===== config.mk =====
export PLATFORM = sky130hd
export DESIGN_NAME = cascaded_block_temperature_averager
export DESIGN_NICKNAME = d
export VERILOG_FILES = /design/src/cbta_pkg.sv /design/src/cbta_front.sv /design/src/cbta_fifo.sv /design/src/cbta_div.sv /design/src/cbta_back.sv /design/src/cascaded_block_temperature_averager.sv
export SDC_FILE = /design/constraint.sdc
export NUM_CORES = 1
export LEC_CHECK = 0
export BUFFER_PORTS_ARGS = -buffer_cell sky130_fd_sc_hd__buf_2
export CORE_UTILIZATION = 62
export DETAILED_ROUTE_END_ITERATION = 12
export GPL_TIMING_DRIVEN = 0
export PLACE_DENSITY = 0.81
export SYNTH_ARGS = -nofsm -noshare
export SYNTH_HDL_FRONTEND = slang
export SYNTH_HIERARCHICAL = 1
export SYNTH_SLANG_ARGS = --single-unit

===== constraint.sdc =====
create_clock -name clk_i -period 13.1 [get_ports clk_i]
set_input_delay 1.31 -clock clk_i [delete_from_list [all_inputs] [get_ports clk_i]]
set_output_delay 1.31 -clock clk_i [all_outputs]
set_load 0.01 [all_outputs]

===== src/cbta_pkg.sv =====
package cbta_pkg;

  // Field and state widths
  localparam int TempW   = 12;
  localparam int CntW    = 8;
  localparam int SumW    = 21;
  localparam int DivCntW = $clog2(SumW);
  localparam int QDepth  = 2;
  localparam int QPtrW   = $clog2(QDepth);

  // Register reset values
  localparam logic [CntW-1:0] CoarseReset = 8'd10;
  localparam logic [CntW-1:0] FineReset   = 8'd20;

  // Register indexes
  localparam logic [1:0] CfgCoarse = 2'd0;
  localparam logic [1:0] CfgFine   = 2'd1;

  typedef enum logic {
    KindCoarse = 1'b0,
    KindFine   = 1'b1
  } kind_e;

  typedef enum logic [4:0] {
    StIdle = 5'b00001,
    StCDiv = 5'b00010,
    StCOut = 5'b00100,
    StFDiv = 5'b01000,
    StFOut = 5'b10000
  } back_state_e;

  // One coarse average to be worked out by the back end
  typedef struct packed {
    logic signed [SumW-1:0]  sum;
    logic        [CntW-1:0]  count;
    logic signed [TempW-1:0] outdoor;
  } job_t;

  // Divider status seen by the back end
  typedef struct packed {
    logic                    busy;
    logic signed [TempW-1:0] quot;
  } div_status_t;

endpackage


===== src/cbta_front.sv =====
module cbta_front (
  input  logic                                    clk_i,
  input  logic                                    rst_ni,
  input  logic                                    in_valid_i,
  output logic                                    in_ready_o,
  input  logic signed [cbta_pkg::TempW-1:0]       indoor_temp_i,
  input  logic signed [cbta_pkg::TempW-1:0]       outdoor_temp_i,
  input  logic        [cbta_pkg::CntW-1:0]        coarse_length_i,
  input  logic                                    full_i,
  output logic                                    push_o,
  output cbta_pkg::job_t                          job_o
);

  logic signed [cbta_pkg::SumW-1:0] coarse_sum_q, coarse_sum_d;
  logic        [cbta_pkg::CntW-1:0] coarse_count_q, coarse_count_d;
  logic signed [cbta_pkg::SumW-1:0] sum_new;
  logic        [cbta_pkg::CntW-1:0] cnt_new;
  logic                             accept;
  logic                             trig;

  // Take an item whenever the queue has room
  assign in_ready_o = !full_i;
  assign accept     = in_valid_i && in_ready_o;

  // Accumulate and decide whether this item closes a coarse block
  assign sum_new = coarse_sum_q +
                   {{(cbta_pkg::SumW-cbta_pkg::TempW){indoor_temp_i[cbta_pkg::TempW-1]}},
                    indoor_temp_i};
  assign cnt_new = coarse_count_q + cbta_pkg::CntW'(1);
  assign trig    = !(cnt_new < coarse_length_i);

  assign push_o        = accept && trig;
  assign job_o.sum     = sum_new;
  assign job_o.count   = cnt_new;
  assign job_o.outdoor = outdoor_temp_i;

  // Clear the block on a trigger, else keep summing
  always_comb begin
    coarse_sum_d   = coarse_sum_q;
    coarse_count_d = coarse_count_q;
    if (accept) begin
      if (trig) begin
        coarse_sum_d   = '0;
        coarse_count_d = '0;
      end else begin
        coarse_sum_d   = sum_new;
        coarse_count_d = cnt_new;
      end
    end
  end

  always_ff @(posedge clk_i or negedge rst_ni) begin
    if (!rst_ni) begin
      coarse_sum_q   <= '0;
      coarse_count_q <= '0;
    end else begin
      coarse_sum_q   <= coarse_sum_d;
      coarse_count_q <= coarse_count_d;
    end
  end

endmodule


===== src/cbta_fifo.sv =====
module cbta_fifo (
  input  logic           clk_i,
  input  logic           rst_ni,
  input  logic           push_i,
  input  cbta_pkg::job_t job_i,
  output logic           full_o,
  output logic           valid_o,
  input  logic           pop_i,
  output cbta_pkg::job_t job_o
);

  cbta_pkg::job_t                    mem_q [cbta_pkg::QDepth];
  logic [cbta_pkg::QPtrW-1:0]        wr_ptr_q;
  logic [cbta_pkg::QPtrW-1:0]        rd_ptr_q;
  logic [cbta_pkg::QPtrW:0]          fill_q;
  logic                              do_push;
  logic                              do_pop;

  assign full_o  = (fill_q == (cbta_pkg::QPtrW+1)'(cbta_pkg::QDepth));
  assign valid_o = (fill_q != '0);
  assign do_push = push_i && !full_o;
  assign do_pop  = pop_i && valid_o;
  assign job_o   = mem_q[rd_ptr_q];

  // Store items
  always_ff @(posedge clk_i) begin
    if (do_push) begin
      mem_q[wr_ptr_q] <= job_i;
    end
  end

  // Advance pointers and fill level
  always_ff @(posedge clk_i or negedge rst_ni) begin
    if (!rst_ni) begin
      wr_ptr_q <= '0;
      rd_ptr_q <= '0;
      fill_q   <= '0;
    end else begin
      if (do_push) begin
        wr_ptr_q <= wr_ptr_q + cbta_pkg::QPtrW'(1);
      end
      if (do_pop) begin
        rd_ptr_q <= rd_ptr_q + cbta_pkg::QPtrW'(1);
      end
      if (do_push && !do_pop) begin
        fill_q <= fill_q + (cbta_pkg::QPtrW+1)'(1);
      end else if (do_pop && !do_push) begin
        fill_q <= fill_q - (cbta_pkg::QPtrW+1)'(1);
      end
    end
  end

endmodule


===== src/cbta_div.sv =====
module cbta_div (
  input  logic                               clk_i,
  input  logic                               rst_ni,
  input  logic                               start_i,
  input  logic signed [cbta_pkg::SumW-1:0]   dividend_i,
  input  logic        [cbta_pkg::CntW-1:0]   divisor_i,
  output cbta_pkg::div_status_t              status_o
);

  logic                          busy_q;
  logic [cbta_pkg::DivCntW-1:0]  cnt_q;
  logic [cbta_pkg::SumW-1:0]     dq_q, dq_d;
  logic [cbta_pkg::CntW-1:0]     rem_q, rem_d;
  logic [cbta_pkg::CntW-1:0]     div_q;
  logic                          neg_q;
  logic [cbta_pkg::SumW-1:0]     mag;
  logic [cbta_pkg::CntW:0]       trial;
  logic [cbta_pkg::CntW:0]       diff;
  logic [cbta_pkg::TempW-1:0]    mag_lo;

  // Divide magnitudes, fix the sign at the end (truncation toward zero)
  assign mag = dividend_i[cbta_pkg::SumW-1] ? cbta_pkg::SumW'(-dividend_i)
                                            : cbta_pkg::SumW'(dividend_i);

  // One restoring step per cycle: quotient bits shift in behind the dividend
  always_comb begin
    trial = {rem_q, dq_q[cbta_pkg::SumW-1]};
    diff  = trial - {1'b0, div_q};
    if (trial >= {1'b0, div_q}) begin
      rem_d = diff[cbta_pkg::CntW-1:0];
      dq_d  = {dq_q[cbta_pkg::SumW-2:0], 1'b1};
    end else begin
      rem_d = trial[cbta_pkg::CntW-1:0];
      dq_d  = {dq_q[cbta_pkg::SumW-2:0], 1'b0};
    end
  end

  always_ff @(posedge clk_i) begin
    if (start_i) begin
      dq_q  <= mag;
      rem_q <= '0;
      div_q <= divisor_i;
      neg_q <= dividend_i[cbta_pkg::SumW-1];
    end else if (busy_q) begin
      dq_q  <= dq_d;
      rem_q <= rem_d;
    end
  end

  // Count the steps
  always_ff @(posedge clk_i or negedge rst_ni) begin
    if (!rst_ni) begin
      busy_q <= 1'b0;
      cnt_q  <= '0;
    end else if (start_i) begin
      busy_q <= 1'b1;
      cnt_q  <= '0;
    end else if (busy_q) begin
      if (cnt_q == cbta_pkg::DivCntW'(cbta_pkg::SumW-1)) begin
        busy_q <= 1'b0;
      end
      cnt_q <= cnt_q + cbta_pkg::DivCntW'(1);
    end
  end

  assign mag_lo          = dq_q[cbta_pkg::TempW-1:0];
  assign status_o.busy   = busy_q;
  assign status_o.quot   = neg_q ? -mag_lo : mag_lo;

endmodule


===== src/cbta_back.sv =====
module cbta_back (
  input  logic                                clk_i,
  input  logic                                rst_ni,
  input  logic        [cbta_pkg::CntW-1:0]    fine_length_i,
  input  logic                                job_valid_i,
  input  cbta_pkg::job_t                      job_i,
  output logic                                pop_o,
  output logic                                out_valid_o,
  input  logic                                out_ready_i,
  output logic                                kind_o,
  output logic signed [cbta_pkg::TempW-1:0]   average_o,
  output logic signed [cbta_pkg::TempW-1:0]   outdoor_now_o,
  output logic                                last_o
);

  cbta_pkg::back_state_e             state_q, state_d;
  cbta_pkg::div_status_t             div_st;
  logic signed [cbta_pkg::SumW-1:0]  fine_sum_q;
  logic        [cbta_pkg::CntW-1:0]  fine_count_q;
  logic signed [cbta_pkg::SumW-1:0]  fine_sum_new;
  logic        [cbta_pkg::CntW-1:0]  fine_cnt_new;
  logic                              fine_trig;
  logic                              fine_pend_q;
  logic signed [cbta_pkg::TempW-1:0] outdoor_q;
  cbta_pkg::kind_e                   kind_q;
  logic signed [cbta_pkg::TempW-1:0] avg_q;
  logic                              last_q;
  logic                              div_start;
  logic signed [cbta_pkg::SumW-1:0]  div_dividend;
  logic        [cbta_pkg::CntW-1:0]  div_divisor;
  logic                              coarse_done;
  logic                              fine_done;

  cbta_div u_div (
    .clk_i      (clk_i),
    .rst_ni     (rst_ni),
    .start_i    (div_start),
    .dividend_i (div_dividend),
    .divisor_i  (div_divisor),
    .status_o   (div_st)
  );

  // Fold the new coarse average into the fine block
  assign fine_sum_new = fine_sum_q +
                        {{(cbta_pkg::SumW-cbta_pkg::TempW){div_st.quot[cbta_pkg::TempW-1]}},
                         div_st.quot};
  assign fine_cnt_new = fine_count_q + cbta_pkg::CntW'(1);
  assign fine_trig    = !(fine_cnt_new < fine_length_i);

  assign coarse_done = (state_q == cbta_pkg::StCDiv) && !div_st.busy;
  assign fine_done   = (state_q == cbta_pkg::StFDiv) && !div_st.busy;

  // Start the divider on a new job or on a closed fine block
  assign pop_o     = (state_q == cbta_pkg::StIdle) && job_valid_i;
  always_comb begin
    div_start    = 1'b0;
    div_dividend = job_i.sum;
    div_divisor  = job_i.count;
    if (pop_o) begin
      div_start = 1'b1;
    end else if (coarse_done && fine_trig) begin
      div_start    = 1'b1;
      div_dividend = fine_sum_new;
      div_divisor  = fine_cnt_new;
    end
  end

  // Sequence: coarse divide, coarse result, optional fine divide and result
  always_comb begin
    state_d = state_q;
    unique case (state_q)
      cbta_pkg::StIdle: if (job_valid_i) state_d = cbta_pkg::StCDiv;
      cbta_pkg::StCDiv: if (!div_st.busy) state_d = cbta_pkg::StCOut;
      cbta_pkg::StCOut: begin
        if (out_ready_i) state_d = fine_pend_q ? cbta_pkg::StFDiv : cbta_pkg::StIdle;
      end
      cbta_pkg::StFDiv: if (!div_st.busy) state_d = cbta_pkg::StFOut;
      cbta_pkg::StFOut: if (out_ready_i) state_d = cbta_pkg::StIdle;
      default:          state_d = cbta_pkg::StIdle;
    endcase
  end

  always_ff @(posedge clk_i or negedge rst_ni) begin
    if (!rst_ni) begin
      state_q      <= cbta_pkg::StIdle;
      fine_sum_q   <= '0;
      fine_count_q <= '0;
      fine_pend_q  <= 1'b0;
    end else begin
      state_q <= state_d;
      if (coarse_done) begin
        fine_pend_q <= fine_trig;
        if (fine_trig) begin
          fine_sum_q   <= '0;
          fine_count_q <= '0;
        end else begin
          fine_sum_q   <= fine_sum_new;
          fine_count_q <= fine_cnt_new;
        end
      end
    end
  end

  // Hold the result fields for the receiver
  always_ff @(posedge clk_i) begin
    if (pop_o) begin
      outdoor_q <= job_i.outdoor;
    end
    if (coarse_done) begin
      kind_q <= cbta_pkg::KindCoarse;
      avg_q  <= div_st.quot;
      last_q <= !fine_trig;
    end else if (fine_done) begin
      kind_q <= cbta_pkg::KindFine;
      avg_q  <= div_st.quot;
      last_q <= 1'b1;
    end
  end

  assign out_valid_o   = (state_q == cbta_pkg::StCOut) || (state_q == cbta_pkg::StFOut);
  assign kind_o        = kind_q;
  assign average_o     = avg_q;
  assign outdoor_now_o = outdoor_q;
  assign last_o        = last_q;

endmodule


===== src/cascaded_block_temperature_averager.sv =====
// Cascaded block temperature averager.
// Input channel (in_valid_i/in_ready_o) takes one tick with an indoor and an
// outdoor temperature in 1/16 degree. Indoor values are summed; every
// coarse_length ticks a coarse average (truncated toward zero) leaves on the
// output channel (out_valid_o/out_ready_i) with kind 0 and the outdoor value
// of that tick. Every fine_length coarse averages a fine average follows as a
// second item with kind 1. last_o marks the final item caused by a tick.
// Configuration: cfg_we_i writes cfg_data_i to register cfg_index_i
// (0 coarse_length, 1 fine_length); other indexes are ignored.
// A coarse result passes the queue, the 21-step shared bit-serial divider
// and the output register once the closing tick is taken; a fine result
// follows when the fine divide is done and the coarse one is taken. The
// back end takes a new closing tick only from idle, after the results of
// the last one are taken. Ticks that close no block are taken one per
// cycle while the two-entry queue has room.
// Reset clears all sums and counts and loads lengths 10 and 20. A stalled
// receiver holds the result; the queue fills and then in_ready_o drops.
module cascaded_block_temperature_averager (
  input  logic                               clk_i,
  input  logic                               rst_ni,
  input  logic                               in_valid_i,
  output logic                               in_ready_o,
  input  logic signed [cbta_pkg::TempW-1:0]  indoor_temp_i,
  input  logic signed [cbta_pkg::TempW-1:0]  outdoor_temp_i,
  output logic                               out_valid_o,
  input  logic                               out_ready_i,
  output logic                               kind_o,
  output logic signed [cbta_pkg::TempW-1:0]  average_o,
  output logic signed [cbta_pkg::TempW-1:0]  outdoor_now_o,
  output logic                               last_o,
  input  logic                               cfg_we_i,
  input  logic        [1:0]                  cfg_index_i,
  input  logic        [cbta_pkg::CntW-1:0]   cfg_data_i
);

  logic [cbta_pkg::CntW-1:0] coarse_length_q;
  logic [cbta_pkg::CntW-1:0] fine_length_q;
  logic                      push;
  logic                      full;
  logic                      job_valid;
  logic                      pop;
  cbta_pkg::job_t            job_in;
  cbta_pkg::job_t            job_out;

  // Write configuration registers
  always_ff @(posedge clk_i or negedge rst_ni) begin
    if (!rst_ni) begin
      coarse_length_q <= cbta_pkg::CoarseReset;
      fine_length_q   <= cbta_pkg::FineReset;
    end else if (cfg_we_i) begin
      case (cfg_index_i)
        cbta_pkg::CfgCoarse: coarse_length_q <= cfg_data_i;
        cbta_pkg::CfgFine:   fine_length_q   <= cfg_data_i;
        default: ;
      endcase
    end
  end

  cbta_front u_front (
    .clk_i           (clk_i),
    .rst_ni          (rst_ni),
    .in_valid_i      (in_valid_i),
    .in_ready_o      (in_ready_o),
    .indoor_temp_i   (indoor_temp_i),
    .outdoor_temp_i  (outdoor_temp_i),
    .coarse_length_i (coarse_length_q),
    .full_i          (full),
    .push_o          (push),
    .job_o           (job_in)
  );

  cbta_fifo u_fifo (
    .clk_i   (clk_i),
    .rst_ni  (rst_ni),
    .push_i  (push),
    .job_i   (job_in),
    .full_o  (full),
    .valid_o (job_valid),
    .pop_i   (pop),
    .job_o   (job_out)
  );

  cbta_back u_back (
    .clk_i         (clk_i),
    .rst_ni        (rst_ni),
    .fine_length_i (fine_length_q),
    .job_valid_i   (job_valid),
    .job_i         (job_out),
    .pop_o         (pop),
    .out_valid_o   (out_valid_o),
    .out_ready_i   (out_ready_i),
    .kind_o        (kind_o),
    .average_o     (average_o),
    .outdoor_now_o (outdoor_now_o),
    .last_o        (last_o)
  );

endmodule

==> summary.md, run 1 <==
| Metric | Value |
|---|---|
| DRC Markers | 0 |
| DIE HEIGHT | 149 um |
| First-pass GRT wire length | 46500 um |
| FF/Latch Area | 6550 um^2 |
| Sw Share | 39.4% |
| RSZ-0062 raised after global routing | false |
| Endpoints failing setup | 0 |
| Seq cells post-synth | 236 |
| Crit path DAT | 5.48 ns |
| Mapped Nets | 1295 |
| DRT iter0 DRCs | 533 |
| Mapped cell area | 13300 um^2 |
| Vias in the first global route | 9288 |
| Dpl hpwl | 20700 um |
| Slew @ Worst Pin | 1.07 ns |
| Max Clk Rate | 0.190 GHz |
| Status | complete, no violations |
| Leakage | 6.31 nW |
| Diodes inserted | 0 |
| GRT Total Usage | 26.5% |
| CTS sink count | 236 |
| CTS tree | built |
| Register area share after synthesis | 49.1% |
| Floorplan row count | 53 |
| Clock group share of total power | 19.8% |
| Period Utilization, post-route | 40.1% |
| Share of post-route cells with drive strength above 1 | 19.0% |
| Initial core utilization | 63.3% |
| Core box area | 21100 um^2 |
| Die area | 22100 um^2 |
| Synthesis-to-layout area growth | 11.1% |
| Final Power | 3.42 mW |
| P_int | 2.07 mW |
| Post-CTS Hold Fix Bufs | 0 |
| VDD IR-drop max | 0.156 mV |
| Post-Route WL | 28600 um |
| Worst skew pair latency | 0.52 ns |
| Hold path start | u_back/fine_sum_q[13] |
| Largest net degree at the start of global routing | 56 |
| Grt met2 use | 44.9% |
| Routed vias/inst | 6.01 |
| Share of power burned in registers | 33.4% |
| Distinct cells, synth | 98 |
| Pwr/cell area | 231 nW/um^2 |
| Clock transition at the registers of the reported paths | 0.06 ns |
| Hold Path Class | flip-flop to flip-flop |
| Initial antenna violation count | 0 |
| RR Startpoint | u_back/u_div/dq_q[4] |
| PortBufs | 54 |
| Final min period | 5.25 ns |
| Drt wl/cell | 18.3 um |
| Max-Cap Viols | 0 |
| Most common cell after layout, fill and taps aside | edfxtp_1 |
| Total grt overflow | 0 |
| Grt met3 use | 3.31% |
| Slew Limit Fails | 0 |
| Post-DRT Antenna Nets | 0 |
| Ports | 67 |
| Mapped Cells | 1184 |
| Async S/R FF share, synth | 38.1% |
| Most frequent cells in the layout | edfxtp_1, nand2_1, dfrtp_1 |
| Combinational Power Share | 46.8% |
| Postcts setup bufs | 0 |
| Synth warn | 6 |
| Critical path required time | 13.33 ns |
| Top FF cell, synth | edfxtp_1 |
| Nets | 1379 |
| Footprint of the multi-input gates | 6220 um^2 |
| Slew margin rel. | 28.2% |
| Syn avg cell area | 11.3 um^2 |
| Die X | 149 um |
| Inserted Clock Buffers | 25 |
| Startpoint Class | flip-flop |
| Worst Setup End Kind | flip-flop |
| Fin Setup TNS | 0 ns |
| Psw | 1.35 mW |
| Crit path from | u_back/u_div/dq_q[4] |
| H-tree levels | 1 |
| Hold WS | 0.481 ns |
| CTS root buf | clkbuf_16 |
| DR pass1 iterations | 5 |
| Most crowded layer after global routing | met2 |
| # fillers | 1512 |
| Critical Path Fanout Max | 14 |
| CP Class | flip-flop to flip-flop |
| Post-synth EDFFs | 137 |
| Routed vias | 9393 |
| Fin. Hold Viols | 0 |
| Final Skew | 0.0123 ns |
| Placer's final routability congestion estimate | 0.910 |
| Met1 usage | 35.7% |
| CTS Buffer Depth | 3 |
| Post_cts resized | 0 |
-- per-stage QoR --
step                utilization [%]  setup slack, ns  instances  cell area (um^2)
floorplan                         -             8.48       1184             13300
global placement               66.2             7.57       1513             14000
detailed placement             66.6             7.69       1516             14000
CTS                            70.3             7.67       1562             14800
global route                   70.3             7.53       1562             14800
finish                         70.3             7.85       1562             14800
-- flip-flops by register name, summed over array words and instances, names as in the netlist, 12 cells and up --
signal                flops
u_back/average_o         12
u_back/fine_sum_q        21
u_back/u_div/dq_q        21
u_fifo/mem_q             82
u_front/coarse_sum_q     21
u_back/outdoor_now_o     12
-- cell families after synthesis --
kind of cell,after synthesis,synth area share (%)
AND/OR/NAND/NOR,306,11.2
AO/OA/AOI/OAI,291,15.1
adder cells (fa/ha/maj),72,6.92
multiplexers,73,7.22
buffers and inverters,115,4.43
flip-flops,236,49.1
XOR/XNOR,91,6.08
-- per-layer routing --
metal  vias to the layer above  wire (um)
met2                       293      14000
met1                      4568      12400
met3                        45       1520
li1                       4487          -
met4                         0        618
met5                         -          0
-- cell usage after synthesis, drive strengths merged, types with 5 or more instances --
master / instances / share of area, %
a211oi: 8 / 0.49
a21o: 15 / 0.84
a21oi: 69 / 2.8
a22o: 21 / 1.4
a311oi: 5 / 0.33
a31oi: 5 / 0.23
and3: 11 / 0.52
buf: 34 / 2.1
clkbuf: 22 / 0.63
dfrtp: 85 / 16
dfstp: 5 / 0.98
dfxtp: 9 / 1.4
edfxtp: 137 / 31
ha: 69 / 6.5
inv: 58 / 1.6
mux2: 69 / 6.9
nand2: 124 / 3.5
nand2b: 11 / 0.52
nand3: 24 / 0.90
nand4: 10 / 0.52
nor2: 73 / 2.1
nor2b: 5 / 0.23
nor3: 7 / 0.30
nor3b: 6 / 0.46
nor4: 5 / 0.23
o211ai: 6 / 0.38
o21a: 7 / 0.39
o21ai: 95 / 3.8
o31ai: 20 / 1.2
o41ai: 10 / 1.3
or2: 5 / 0.23
or3: 7 / 0.37
xnor2: 49 / 3.2
xor2: 41 / 2.7
-- path summary, 6_finish.rpt --
| check | slack, ns | endpoint | cells after the start |
|---|---|---|---|
| max | 7.85 | u_back/u_div/dq_q[19] | 18 |
| min | 0.48 | u_back/fine_sum_q[13] | 2 |
| max reg2reg | 7.85 | u_back/u_div/dq_q[19] | 18 |
| min reg2reg | 0.48 | u_back/fine_sum_q[13] | 2 |
| max in group asynchronous | 11.65 | u_back/state_q[0] | 2 |
| min in group asynchronous | 0.76 | coarse_length_q[0] | 1 |
-- worst max-delay path, cell delays in order, from the launching register on --
cell and delay [ns]:
edfxtp_1 0.47, nor4_1 0.34, nand2_1 0.16, o31ai_1 0.37, xnor2_2 0.33, ha_1 0.39, buf_4 0.17, nand2_2 0.07
nor2_4 0.14, o2111ai_2 0.17, o21a_1 0.23, o21ai_0 0.24, xor2_1 0.13, mux2_2 0.30, or2_2 0.30, or3_1 0.45
o41ai_4 0.39, xor2_1 0.20, a21oi_1 0.11
-- final cells by class --
cell class / instances / share of cell area (%)
Tap cell: 275 / 2.32
Clock inverter: 14 / 0.776
Multi-Input combinational cell: 833 / 41.9
Inverter: 59 / 1.49
Sequential cell: 236 / 44.2
Clock buffer: 32 / 4.53
Timing Repair Buffer: 57 / 2.29
Buffer: 56 / 2.49
-- power by group through the flow --
stage	Combinational [mW]	Sequential (mW)	Clock (mW)
3_5_place_dp	1.57	1.15	0
3_3_place_gp	1.51	1.14	0
2_1_floorplan	1.21	1.13	0
6_report	1.60	1.14	0.677
4_1_cts	1.58	1.14	0.689
5_1_grt	1.76	1.16	0.716
No activity file was read; power rests on OpenSTA's default activity.
==> run 2: changes to the inputs <==
--- a/config.mk
+++ b/config.mk
@@ -6,10 +6,10 @@
 export NUM_CORES = 1
 export LEC_CHECK = 0
 export BUFFER_PORTS_ARGS = -buffer_cell sky130_fd_sc_hd__buf_2
-export CORE_UTILIZATION = 62
+export CORE_UTILIZATION = 56
 export DETAILED_ROUTE_END_ITERATION = 12
 export GPL_TIMING_DRIVEN = 0
-export PLACE_DENSITY = 0.81
+export PLACE_DENSITY = 0.77
 export SYNTH_ARGS = -nofsm -noshare
 export SYNTH_HDL_FRONTEND = slang
 export SYNTH_HIERARCHICAL = 1
==> constraint.sdc (replaced) <==
create_clock -name clk_i -period 4.4 [get_ports clk_i]
set_input_delay 0.44 -clock clk_i [delete_from_list [all_inputs] [get_ports clk_i]]
set_output_delay 0.44 -clock clk_i [all_outputs]
set_load 0.01 [all_outputs]
==> run 2 against run 1 <==
  * The flow now finishes with violations (negative setup slack)
  * Largest power group unchanged
  * Cell count rose by 7.0%
  * Combinational power rose to 3.9 times the previous value
  * Clock-buffer cell count fell by 4
  * Sequential cell count did not move
  * Routed wire length rose by 13%
  * Die area rose by 11%
  * Setup slack got worse by 8.1 ns
  * Sequential share of layout area fell by 4.1 points
  * Clock power rose to 3.3 times the previous value
==> summary.md, run 2 (synthesis gave the netlist of run 1 again) <==
| Metric | Value |
|---|---|
| Status | complete, but fails checks |
| Violated checks | negative setup slack |
| Initial core utilization | 57.0% (-6.3 points) |
| Largest net degree at the start of global routing | 49 (-13%) |
| R2R depth | 17 (-1) |
| Hold Path Class | primary input to flip-flop |
| Max reg flops | 82 (unchanged) |
| Worst r2r dst | u_back/u_div/dq_q[18] |
| Die X | 156 um (+5.2%) |
| CTS root buf | clkbuf_16 |
| Vias in the first global route | 9616 (+3.5%) |
| Clock transition at the registers of the reported paths | 0.07 ns (about the same) |
| Critical path required time | 4.64 ns (-8.69 ns) |
| DRT iter0 DRCs | 943 (+77%) |
| Max-Cap Viols | 0 (unchanged) |
| CTS sink count | 236 (unchanged) |
| WP buf/inv | 0 (-1) |
| DR pass1 iterations | 5 (unchanged) |
| Period Utilization, post-route | 105% (+65 points) |
| H-tree levels | 1 (unchanged) |
| Final Cell Area | 16300 um^2 (+10%) |
| Floorplan row count | 56 (+5.7%) |
| PortBufs | 54 (unchanged) |
| Leakage | 6.93 nW (+9.8%) |
| Most common cell after layout, fill and taps aside | edfxtp_1 |
| RSZ-0062 raised after global routing | true |
| DIE HEIGHT | 156 um (+5.2%) |
| Post-place instance area | 14100 um^2 (+0.67%) |
| Core box area | 23400 um^2 (+11%) |
| Hold path start | outdoor_temp_i[11] |
| DRC Markers | 0 (unchanged) |
| Initial antenna violation count | 0 (unchanged) |
| Setup slack, reg-to-reg | -0.21 ns (-8.06 ns) |
| CTS Buffer Depth | 3 (unchanged) |
| Synthesis-to-layout area growth | 22.4% |
| Hold Path Sink | u_fifo/mem_q[1][11] |
| Crit-path most repeated cell | a21oi_1 |
| Most frequent cells in the layout | edfxtp_1, nand2_1, dfrtp_1 |
| Final Skew | 0.0125 ns (+0.000131 ns) |
| Post-Route WL | 32400 um (+13%) |
| VDD IR-drop max | 0.376 mV (+140%) |
| CP cell instances | nor4_4, nand2_2, nand2_1, xnor2_1, ha_4, a21oi_1, o21ai_0, nand3_1, o21a_1, o21ai_2, xor2_2, mux2_4, or2_4, or3_4, o41ai_4, xor2_1, a21oi_1 |
| Post-DRT Antenna Nets | 0 (unchanged) |
| Slew @ Worst Pin | 1.12 ns (+0.0429 ns) |
| Crit path DAT | 4.85 ns (-0.63 ns) |
| Max Clk Rate | 0.217 GHz (+14%) |
| First-pass GRT wire length | 49200 um (+5.8%) |
| CP delay by family, top | simple AND/OR/NAND/NOR gates |
| Slew Limit Fails | 0 (unchanged) |
| Routed vias/inst | 6.00 (-0.30%) |
| Footprint of the multi-input gates | 7000 um^2 (+13%) |
| Drt wl/cell | 19.4 um (+6.0%) |
| Worst skew pair latency | 0.53 ns (about the same) |
| Startpoint Class | flip-flop |
| Fin. Hold Viols | 0 (unchanged) |
| Ports | 67 (unchanged) |
| Hold depth | 1 (-1) |
| CP max-delay cell | edfxtp_1 |
| Endpoints failing setup | 4 (+4) |
| Share of post-route cells with drive strength above 1 | 30.5% (+12 points) |
| Final min period | 4.61 ns (-0.645 ns) |
| Placer's final routability congestion estimate | 0.923 (+1.4%) |
| CTS tree | built |
| Top reg by flops | u_fifo/mem_q |
| Inserted Clock Buffers | 25 (unchanged) |
| Hold WS | 0.103 ns (-0.378 ns) |
| Diodes inserted | 0 (unchanged) |
| Pwr/cell area | 731 nW/um^2 (+220%) |
| FF/Latch Area | 6550 um^2 (about the same) |
| CP Class | flip-flop to flip-flop |
| Total grt overflow | 0 (unchanged) |
| Worst setup margin | -0.207 ns (-8.06 ns) |
| # fillers | 1606 (+6.2%) |
| Worst Setup End Kind | flip-flop |
| RR Startpoint | u_back/u_div/dq_q[3] |
| GRT Total Usage | 25.4% (-1.1 points) |
| Dpl hpwl | 20500 um (-0.85%) |
| Nets | 1445 (+4.8%) |
| Die area | 24500 um^2 (+11%) |
| Crit-path max cell delay | 0.43 ns (-0.04 ns) |
| Slew margin rel. | 25.3% (-2.9 points) |
| Critical Path Fanout Max | 7 (-7) |
| Routed vias | 10018 (+6.7%) |
==> run 2: changes by cell type in the layout (fill, tap and decap cells not counted), sizes merged <==
cell | before | now
buf | 91 | 156
clkbuf | 54 | 49
bufinv | 1 | 5
clkinvlp | 4 | 1
clkinv | 8 | 9
dlygate4sd3 | 0 | 1
inv | 60 | 61
or4 | 3 | 4
==> run 2: metal layers <==
layer	vias up	share of wire, %	track usage [%]
li1	4626	-	-
met3	106	6.1	3.02
met2	408	48	42.5
met1	4878	42	34.2
met5	-	0	0
met4	0	3.8	9.10
==> run 2: report_power, final <==
part	total, mW	internal [mW]	switching (mW)
combinational	6.28	2.77	3.51
sequential	3.42	3.09	0.326
clock	2.24	1.35	0.895
==> run 2: timing repair <==
| action | 4_1_cts | 5_1_grt |
|---|---|---|
| setup endpoints to repair | 20 | 41 |
| gates cloned | 1 | 0 |
| buffers inserted | 53 | 14 |
| hold buffers | 1 | 0 |
| endpoints found under the hold margin | 38 | 0 |
| gates resized for setup | 94 | 76 |
| pin swaps | 58 | 44 |
==> run 2: worst max path at each step <==
stage                                         start               endpoint  slack, ns  cells after the start
final                          u_back/u_div/dq_q[3]  u_back/u_div/dq_q[18]      -0.21                     17
after detailed placement       u_back/u_div/dq_q[5]  u_back/u_div/dq_q[18]      -0.53                     18
after global placement    u_front/coarse_count_q[0]     u_fifo/mem_q[0][5]      -1.11                     12
after global routing           u_back/u_div/dq_q[3]  u_back/u_div/dq_q[18]      -0.32                     17
after floorplan                u_back/u_div/dq_q[6]  u_back/u_div/dq_q[19]       0.05                     18
after CTS                      u_back/u_div/dq_q[4]  u_back/u_div/dq_q[17]      -0.05                     17
==> run 2: worst reg2reg max path, cell delays in order (launching register included) <==
cell      delay [ns]
edfxtp_1        0.43
nor4_4          0.36
nand2_2         0.16
nand2_1         0.13
xnor2_1         0.25
ha_4            0.31
a21oi_1         0.32
o21ai_0         0.16
nand3_1         0.11
o21a_1          0.15
o21ai_2         0.08
xor2_2          0.18
mux2_4          0.30
or2_4           0.23
or3_4           0.41
o41ai_4         0.41
xor2_1          0.21
a21oi_1         0.11
==> run 2: layout make-up <==
type,count,share of cell area (%)
timing repair buffer,124,5.46
multi-input combinational,834,42.9
buffer,54,2.40
clock buffer,28,3.90
sequential,236,40.1
clock inverter,17,1.45
tap,319,2.44
inverter,59,1.36
==> run 2: metrics by stage <==
step | setup WS (ns) | utilization (%) | cells | power, mW | setup TNS, ns
2_1_floorplan | 0.0492 | - | 1184 | 6.99 | 0
3_3_place_gp | -1.11 | 60.0 | 1557 | 7.98 | -49.53
3_5_place_dp | -0.532 | 60.4 | 1560 | 8.15 | -5.78
4_1_cts | -0.0501 | 67.8 | 1659 | 11.3 | -0.153
5_1_grt | -0.325 | 69.8 | 1671 | 12.5 | -1.40
6_report | -0.207 | 69.8 | 1671 | 11.9 | -0.351
